### src/hw/rtl/tdpt_pkg.sv
// ----------------------------------------------------------------------------
// tdpt_pkg - shared types and constants for the trial division prime tester
// Control state codes and the state vector type.
// ----------------------------------------------------------------------------
`default_nettype none

package tdpt_pkg;

  typedef logic [1:0] tdpt_state_t;

  localparam tdpt_state_t ST_IDLE  = 2'd0;
  localparam tdpt_state_t ST_CHECK = 2'd1;
  localparam tdpt_state_t ST_DIV   = 2'd2;
  localparam tdpt_state_t ST_DONE  = 2'd3;

  localparam int unsigned FIELD_BITS = 32;

endpackage

`default_nettype wire

### src/hw/rtl/trial_division_prime_test_top.sv
// ----------------------------------------------------------------------------
// trial_division_prime_test_top - primality test by trial division
// One candidate per input beat, one verdict per output beat.
// ----------------------------------------------------------------------------
// Each input beat carries a candidate; the low VALUE_BITS bits are tested and
// echoed on the result beat with is_prime. Values below 4 and even values
// are decided directly. Larger odd values are divided by 3, 5, 7, ...
// while the divisor squared does not exceed the value; each trial is a
// restoring remainder that shifts in one dividend bit per cycle. A composite
// stops at its smallest odd factor. One candidate is worked on at a time; the
// result register lets the next candidate enter while the previous verdict
// waits on out_stall.
`default_nettype none

module trial_division_prime_test_top
  import tdpt_pkg::*;
#(
  parameter int unsigned VALUE_BITS = 32
) (
  input  wire logic                  clk,
  input  wire logic                  rst_n,
  input  wire logic                  in_valid,
  output logic                       in_stall,
  input  wire logic [FIELD_BITS-1:0] in_candidate,
  output logic                       out_valid,
  input  wire logic                  out_stall,
  output logic [FIELD_BITS-1:0]      out_tested_value,
  output logic                       out_is_prime
);

  localparam int unsigned VB  = VALUE_BITS;
  localparam int unsigned EW  = (VB > FIELD_BITS) ? VB : FIELD_BITS;
  localparam int unsigned SQW = VB + 2;
  localparam int unsigned CW  = $clog2(VB);
  localparam logic [CW-1:0] CNT_LAST = CW'(VB - 1);

  tdpt_state_t       state_r, state_nxt;
  logic [VB-1:0]     n_r, n_nxt;
  logic [VB-1:0]     d_r, d_nxt;
  logic [SQW-1:0]    sq_r, sq_nxt;
  logic [VB-1:0]     q_r, q_nxt;
  logic [VB-1:0]     rem_r, rem_nxt;
  logic [CW-1:0]     cnt_r, cnt_nxt;
  logic              prime_r, prime_nxt;
  logic              out_valid_r, out_valid_nxt;
  logic [VB-1:0]     res_val_r, res_val_nxt;
  logic              res_prime_r, res_prime_nxt;

  logic [EW-1:0]     cand_ext;
  logic [VB-1:0]     n_in;
  logic [EW-1:0]     echo_ext;
  logic [VB:0]       trial;
  logic [VB:0]       trial_sub;
  logic [VB-1:0]     rem_step;
  logic              in_fire;
  logic              out_fire;
  logic              out_free;

  assign cand_ext  = EW'(in_candidate);
  assign n_in      = cand_ext[VB-1:0];
  assign in_stall  = (state_r != ST_IDLE);
  assign in_fire   = in_valid && !in_stall;
  assign out_fire  = out_valid_r && !out_stall;
  assign out_free  = !out_valid_r || !out_stall;

  assign trial     = {rem_r, q_r[VB-1]};
  assign trial_sub = trial - {1'b0, d_r};
  assign rem_step  = trial_sub[VB] ? trial[VB-1:0] : trial_sub[VB-1:0];

  always_comb begin
    state_nxt     = state_r;
    n_nxt         = n_r;
    d_nxt         = d_r;
    sq_nxt        = sq_r;
    q_nxt         = q_r;
    rem_nxt       = rem_r;
    cnt_nxt       = cnt_r;
    prime_nxt     = prime_r;
    out_valid_nxt = out_valid_r;
    res_val_nxt   = res_val_r;
    res_prime_nxt = res_prime_r;

    if (out_fire) begin
      out_valid_nxt = 1'b0;
    end

    unique case (state_r)
      ST_IDLE: begin
        if (in_fire) begin
          n_nxt = n_in;
          d_nxt = VB'(3);
          sq_nxt = SQW'(9);
          priority if (n_in < VB'(2)) begin
            prime_nxt = 1'b0;
            state_nxt = ST_DONE;
          end else if (n_in < VB'(4)) begin
            prime_nxt = 1'b1;
            state_nxt = ST_DONE;
          end else if (!n_in[0]) begin
            prime_nxt = 1'b0;
            state_nxt = ST_DONE;
          end else begin
            state_nxt = ST_CHECK;
          end
        end
      end
      ST_CHECK: begin
        if (sq_r > SQW'(n_r)) begin
          prime_nxt = 1'b1;
          state_nxt = ST_DONE;
        end else begin
          q_nxt     = n_r;
          rem_nxt   = '0;
          cnt_nxt   = '0;
          state_nxt = ST_DIV;
        end
      end
      ST_DIV: begin
        rem_nxt = rem_step;
        q_nxt   = q_r << 1;
        cnt_nxt = cnt_r + CW'(1);
        if (cnt_r == CNT_LAST) begin
          if (rem_step == '0) begin
            prime_nxt = 1'b0;
            state_nxt = ST_DONE;
          end else begin
            d_nxt     = d_r + VB'(2);
            sq_nxt    = sq_r + (SQW'(d_r) << 2) + SQW'(4);
            state_nxt = ST_CHECK;
          end
        end
      end
      ST_DONE: begin
        if (out_free) begin
          out_valid_nxt = 1'b1;
          res_val_nxt   = n_r;
          res_prime_nxt = prime_r;
          state_nxt     = ST_IDLE;
        end
      end
      default: begin
        state_nxt = ST_IDLE;
      end
    endcase
  end

  always_ff @(posedge clk) begin
    if (!rst_n) begin
      state_r     <= ST_IDLE;
      out_valid_r <= 1'b0;
    end else begin
      state_r     <= state_nxt;
      out_valid_r <= out_valid_nxt;
    end
  end

  always_ff @(posedge clk) begin
    n_r         <= n_nxt;
    d_r         <= d_nxt;
    sq_r        <= sq_nxt;
    q_r         <= q_nxt;
    rem_r       <= rem_nxt;
    cnt_r       <= cnt_nxt;
    prime_r     <= prime_nxt;
    res_val_r   <= res_val_nxt;
    res_prime_r <= res_prime_nxt;
  end

  assign echo_ext         = EW'(res_val_r);
  assign out_valid        = out_valid_r;
  assign out_tested_value = echo_ext[FIELD_BITS-1:0];
  assign out_is_prime     = res_prime_r;

`ifndef SYNTH
  a_accept_busy: assert property (@(posedge clk) disable iff (!rst_n)
    in_fire |=> (state_r != ST_IDLE))
    else $error("core idle after accepting a candidate");

  a_div_odd: assert property (@(posedge clk) disable iff (!rst_n)
    (state_r == ST_DIV) |-> (d_r[0] && (d_r >= VB'(3))))
    else $error("trial divisor not odd or below three");

  a_rem_bound: assert property (@(posedge clk) disable iff (!rst_n)
    (state_r == ST_DIV) |-> (rem_r < d_r))
    else $error("partial remainder not below divisor");

  a_check_sq: assert property (@(posedge clk) disable iff (!rst_n)
    ((state_r == ST_CHECK) && (sq_r <= SQW'(n_r))) |=> (state_r == ST_DIV))
    else $error("trial not started with divisor square in range");
`endif

endmodule

`default_nettype wire

### config.mk
export PLATFORM = sky130hd
export DESIGN_NAME = trial_division_prime_test_top
export DESIGN_NICKNAME = d
export VERILOG_FILES = /design/src/hw/rtl/tdpt_pkg.sv /design/src/hw/rtl/trial_division_prime_test_top.sv
export SDC_FILE = /design/constraint.sdc
export NUM_CORES = 1
export LEC_CHECK = 0
export ABC_CLOCK_PERIOD_IN_PS = 16960
export BUFFER_PORTS_ARGS = -buffer_cell sky130_fd_sc_hd__buf_2
export CAP_MARGIN = 30
export CELL_PAD_IN_SITES_DETAIL_PLACEMENT = 1
export CELL_PAD_IN_SITES_GLOBAL_PLACEMENT = 1
export CORE_MARGIN = 8
export CORE_UTILIZATION = 34
export CTS_BUF_LIST = sky130_fd_sc_hd__clkbuf_8
export CTS_CLUSTER_SIZE = 30
export DETAILED_ROUTE_END_ITERATION = 6
export GPL_ROUTABILITY_DRIVEN = 0
export PLACE_DENSITY_LB_ADDON = 0.08
export SLEW_MARGIN = 5
export SYNTH_ARGS = -nofsm -noshare
export SYNTH_HDL_FRONTEND = slang
export SYNTH_SLANG_ARGS = --single-unit
### constraint.sdc
create_clock -name clk -period 16.96 [get_ports clk]
set_clock_uncertainty 0.1 [all_clocks]
set_input_delay 5.088 -clock clk [delete_from_list [all_inputs] [get_ports clk]]
set_output_delay 5.088 -clock clk [all_outputs]
set_load 0.01 [all_outputs]
==> results of run 1 <==
worst reg2reg max path: cells and delay by family (launching register included):
| family | cells | cell delay [ns] |
|---|---|---|
| flip-flops | 1 | 0.52 |
| AND/OR/NAND/NOR | 3 | 0.42 |
| adder cells (fa/ha/maj) | 1 | 0.43 |
| XOR/XNOR | 1 | 0.16 |
| AO/OA/AOI/OAI | 7 | 1.87 |
| buffers and inverters | 3 | 1.30 |
worst min-delay path by stage:
stage,from,end,slack (ns),cells after the start
after floorplan,prime_r,out_is_prime,0.30,0
after global placement,prime_r,out_is_prime,0.30,0
after detailed placement,prime_r,out_is_prime,0.31,0
after CTS,prime_r,out_is_prime,0.35,0
after global routing,prime_r,out_is_prime,0.36,0
final,prime_r,out_is_prime,0.34,0
Yosys cell counts (7+ instances only):
cell type	instances	share of area
edfxtp_1	197	0.47
ha_1	126	0.13
nor2_1	113	0.034
inv_1	85	0.025
nand2_1	77	0.023
o21ai_0	70	0.028
a21oi_1	65	0.026
xnor2_1	46	0.032
a21o_1	35	0.021
xor2_1	30	0.021
mux2i_1	26	0.021
nand4_1	25	0.012
nor3_1	24	0.0096
clkbuf_1	21	0.0063
nand3_1	19	0.0076
nor4_1	19	0.0095
and2_1	18	0.0090
nand2b_1	13	0.0065
o21a_1	12	0.0072
a211oi_1	11	0.0066
nor2b_1	10	0.0050
o211ai_1	8	0.0048
and3_1	7	0.0035
nor3b_1	7	0.0042
or3_1	7	0.0035
sequential cells by signal (all words and copies together), names as in the netlist:
signal,count
rem_r,32
sq_r,31
state_r,2
out_is_prime,1
cnt_r,5
q_r,32
out_tested_value,32
out_valid,1
n_r,32
prime_r,1
d_r,31
routing by layer:
| layer | GRT usage | part of all wire |
|---|---|---|
| met5 | 0 | 0 |
| met2 | 0.269 | 0.50 |
| met4 | 0.0264 | 0.0055 |
| met1 | 0.204 | 0.48 |
| met3 | 0.0177 | 0.012 |
cells by family (layout without fill, tap and decap cells):
| logic type | Yosys count | count (layout) | synth area share |
|---|---|---|---|
| adders and majority gates | 128 | 128 | 0.129 |
| AOI/OAI and AO/OA | 255 | 255 | 0.130 |
| muxes | 32 | 32 | 0.0262 |
| and+or+nand+nor | 366 | 366 | 0.145 |
| buffers and inverters | 117 | 195 | 0.0391 |
| xor gates and xnor gates | 76 | 76 | 0.0532 |
| DFF | 200 | 200 | 0.477 |
area by class of cell:
type	instances	area (µm²)	share of cell area
clock buffer	18	248	0.0179
tap	468	586	0.0424
inverter	86	323	0.0234
clock inverter	14	116	0.00843
timing repair buffer	77	443	0.0321
sequential	200	5980	0.433
multi-input combinational	857	6110	0.443
per-stage QoR:
step	setup WS, ns	hold WS, ns
2_1_floorplan	6.48	0.300
3_3_place_gp	10.07	0.305
3_5_place_dp	9.97	0.314
4_1_cts	10.20	0.349
5_1_grt	10.11	0.355
6_report	10.26	0.343
==> impl_metrics.csv, run 1 <==
group,metric,value,unit
timing,rsz0062_at_grt,"false",
timing,relSlewSlack,0.402,
run_status,status,"finished clean",
final_layout,drive_gt1_frac,0.111,
final_layout,n_fill_cell,4073,
route,drc_errors,0,
final_layout,final_cell_mix,"edfxtp_1, ha_1, nor2_1, inv_1, nand2_1",
floorplan,rows,70,
setup_path,r2r_slack,11.72,ns
clocking,clockRootBuffer,"clkbuf_8",
timing,worstMarginPinSlew,0.896,ns
final_layout,post-route-cell-area,13800,µm²
timing,finalCritPeriodShare,0.395,
setup_path,required,11.77,ns
timing,setup_viol,0,
route,wl_per_cell,19.1,µm
clocking,htreeDepth,4,
synth,synthesis.nets,1338,
floorplan,die_x,208,µm
setup_path,reg2reg_from,"q_r[31]",
flow_run,maxCapViolCount,0,
setup_path,crit_chain,"inv_1, ha_1, inv_1, buf_2",
setup_path,path_max_fanout,5,
place,io_buffers,70,
route,ant_nets,0,
setup_path,r2r-end,"d_r[9]",
clocking,cts_tree,"built",
synth,ys_ff_latch,200,
place,hpwl,25000,µm
setup_path,cp.depth,4,
setup_path,endpoint,"in_stall",
route,via_per_inst,5.19,
setup_path,critPathSlowestCell,"dfxtp_1",
clocking,cts_hold_buf,0,
route,initialDrtViolationCount,411,
synth,synth-edff-count,197,
route,drt-total-wl,32900,µm
clocking,clk_latency,0.48,ns
timing,period_needed,6.70,ns
synth,synth_ff_type,"edfxtp_1",
timing,fmax,149,MHz
grt,grt_max_degree,80,
final_layout,area_growth,10.2,%
final_layout,final_common_cell,"edfxtp_1",
floorplan,io_pins,71,
timing,fin_tns_setup,0,ns
synth,avgSynthCellArea,10.7,µm²
setup_path,max_stage_delay,0.41,ns
timing,hold_viol_final,0,
timing,drv_slew,0,
synth,synthArstFlopShare,0,
setup_path,cp-startpoint,"state_r[0]",
clocking,postCtsSetupBuffers,0,
final_layout,layout.cells.non_filler,1720,
route,dr_total_vias,8923,
grt,grt_first_pass_wirelength,53700,µm
setup_path,ff2ff_path_depth,15,
setup_path,start_kind,"flop",
synth,syn_inst,1174,
setup_path,cp_common_cell,"inv_1",
floorplan,core_area,36400,µm²
grt,grt_antenna_before_repair,0,
final_layout,nets,1403,
setup_path,crit_path_end_kind,"output pin",
grt,gr-total-overflow,0,
setup_path,critical_path_class,"flop to output pin",
setup_path,worst_ep_arrival_time,1.51,ns
setup_path,cpLargestDelayFamily,"flip-flops",
grt,grt_pass1_vias,9422,
floorplan,start_util,0.344,
min_path,min_path_type,"flop to flop",
synth,yosysSeqAreaShare,0.477,
floorplan,die_area,43200,µm²
clocking,cts_made_buffers,17,
clocking,clock_path_buffers,2,
synth,yosysWarningCount,0,
synth,netlist_area,12500,µm²
floorplan,die_h,208,µm
clocking,clk_pin_slew,0.12,ns
setup_path,path_buf_inv,3,
place,place_area,13400,µm²
clocking,cts.sinks,200,
final_layout,diodes,0,
final_layout,utilization,0.379,
clocking,cts_resized,0,
route,drt_pre_antenna_iters,4,
synth,ys_types,75,
grt,grt.total_usage,0.153,
place,place_inst,1688,
Power of run 1 is left out: the tool's default activity adds up to more than one toggle a clock period on the data nets, which glitch-free logic cannot reach.
==> inputs of run 2 (changes only) <==
Settings changed: ABC_CLOCK_PERIOD_IN_PS 16960 to 5500.
Clock period 16.96 ns to 5.5 ns, I/O delays scaled along.
==> run 2 against run 1 <==
Against the previous run:
- count of clock-buffer cells in the layout fell by 1
- sequential share of layout area fell by 0.070 points
- critical endpoint is now d_r[1]
- non-clock buffer count rose by 3
- utilization rose by 0.062 points
- die area did not move
- via count did not move
- worst setup slack got worse by 9.7 ns
- first-iteration DRC count fell by 8.0%
==> impl_metrics.csv, run 2 (synthesis gave the netlist of run 1 again) <==
group,metric,value,unit
final_layout,drive_gt1_frac,0.112,
floorplan,core_area,36400,µm²
route,drt-total-wl,33200,µm
clocking,cts_made_buffers,17,
clocking,cts_resized,0,
final_layout,post-route-cell-area,13800,µm²
grt,grt_max_degree,84,
setup_path,r2r_slack,0.54,ns
timing,period_needed,4.96,ns
route,ant_nets,0,
final_layout,nets,1406,
grt,grt_first_pass_wirelength,54200,µm
setup_path,required,5.54,ns
setup_path,reg2reg_from,"q_r[31]",
setup_path,ff2ff_path_depth,14,
final_layout,n_fill_cell,4049,
route,drc_errors,0,
timing,finalCritPeriodShare,0.901,
clocking,cts.sinks,200,
grt,grt_antenna_before_repair,1,
floorplan,io_pins,71,
grt,grt_pass1_vias,9442,
setup_path,worst_ep_arrival_time,5.00,ns
place,hpwl,25200,µm
final_layout,area_growth,10.4,%
setup_path,r2r-end,"d_r[1]",
final_layout,final_cell_mix,"edfxtp_1, ha_1, nor2_1, inv_1, nand2_1",
setup_path,start_kind,"flop",
timing,hold_viol_final,0,
route,via_per_inst,5.18,
clocking,cts_tree,"built",
floorplan,die_h,208,µm
timing,relSlewSlack,0.384,
timing,fmax,202,MHz
min_path,hold_depth,0,
min_path,holdCritStartpoint,"prime_r",
setup_path,path_max_fanout,62,
clocking,clk_latency,0.50,ns
clocking,cts_hold_buf,0,
final_layout,final_common_cell,"edfxtp_1",
min_path,whs_endpoint,"out_is_prime",
flow_run,maxCapViolCount,0,
clocking,clockRootBuffer,"clkbuf_8",
floorplan,rows,70,
timing,fin_tns_setup,0,ns
clocking,clock_path_buffers,2,
route,wl_per_cell,19.3,µm
timing,drv_slew,0,
clocking,htreeDepth,4,
run_status,status,"finished clean",
place,io_buffers,70,
setup_path,critical_path_class,"flop to flop",
floorplan,die_area,43200,µm²
timing,setup_viol,0,
min_path,min_path_type,"flop to flop",
place,place_area,13400,µm²
floorplan,die_x,208,µm
grt,gr-total-overflow,0,
timing,rsz0062_at_grt,"false",
floorplan,start_util,0.344,
route,dr_total_vias,8923,
clocking,postCtsSetupBuffers,0,
route,initialDrtViolationCount,378,
route,drt_pre_antenna_iters,4,
grt,grt.total_usage,0.157,
final_layout,diodes,0,
clocking,clk_pin_slew,0.11,ns
setup_path,crit_path_end_kind,"flop",
timing,worstMarginPinSlew,0.923,ns
[run 2: area by class of cell]
cell class                      count  area (µm²)  share of cell area
Clock inverter                     14         138             0.00996
Sequential cell                   200        5980               0.432
Inverter                           86         323              0.0234
Timing Repair Buffer               80         458              0.0331
Tap cell                          468         586              0.0424
Multi-Input combinational cell    857        6110               0.442
Clock buffer                       17         234              0.0169
[run 2: worst max-delay path, stage by stage, from the launching register on]
cell,delay (ns)
edfxtp_1,0.48
inv_1,0.09
fa_1,0.43
nand2b_1,0.18
a21o_1,0.19
a21oi_1,0.31
a31oi_1,0.20
o31ai_1,0.44
a311o_1,0.27
xor2_1,0.08
or4_1,0.50
or4_1,0.42
o21bai_2,0.38
o31ai_4,0.07
buf_4,0.38
[run 2: worst max path at each step]
| stage | startpoint | to | depth (start not counted) |
|---|---|---|---|
| 3_5_place_dp | q_r[31] | d_r[29] | 14 |
| 6_report | q_r[31] | d_r[1] | 14 |
| 4_1_cts | q_r[31] | d_r[26] | 14 |
| 5_1_grt | q_r[31] | d_r[19] | 14 |
| 2_1_floorplan | d_r[5] | d_r[10] | 13 |
| 3_3_place_gp | q_r[31] | sq_r[3] | 14 |
[run 2: routing by layer]
metal | GRT usage | vias up | part of all wire | routed length [µm]
met5 | 0 | - | 0.00039 | 13
met4 | 0.0262 | 2 | 0.0065 | 217
met3 | 0.0286 | 13 | 0.020 | 671
met2 | 0.266 | 44 | 0.49 | 16200
met1 | 0.209 | 4416 | 0.49 | 16100
li1 | - | 4448 | - | -
[run 2: through the flow]
stage,setup WS (ns),hold WS [ns],std cells,utilization
after floorplan,0.740,0.300,1174,-
after global placement,0.639,0.307,1689,0.368
after detailed placement,0.565,0.312,1690,0.369
after CTS,0.528,0.339,1721,0.379
after global routing,0.216,0.341,1722,0.379
final,0.545,0.336,1722,0.379
Power of run 2 is left out for the same reason.
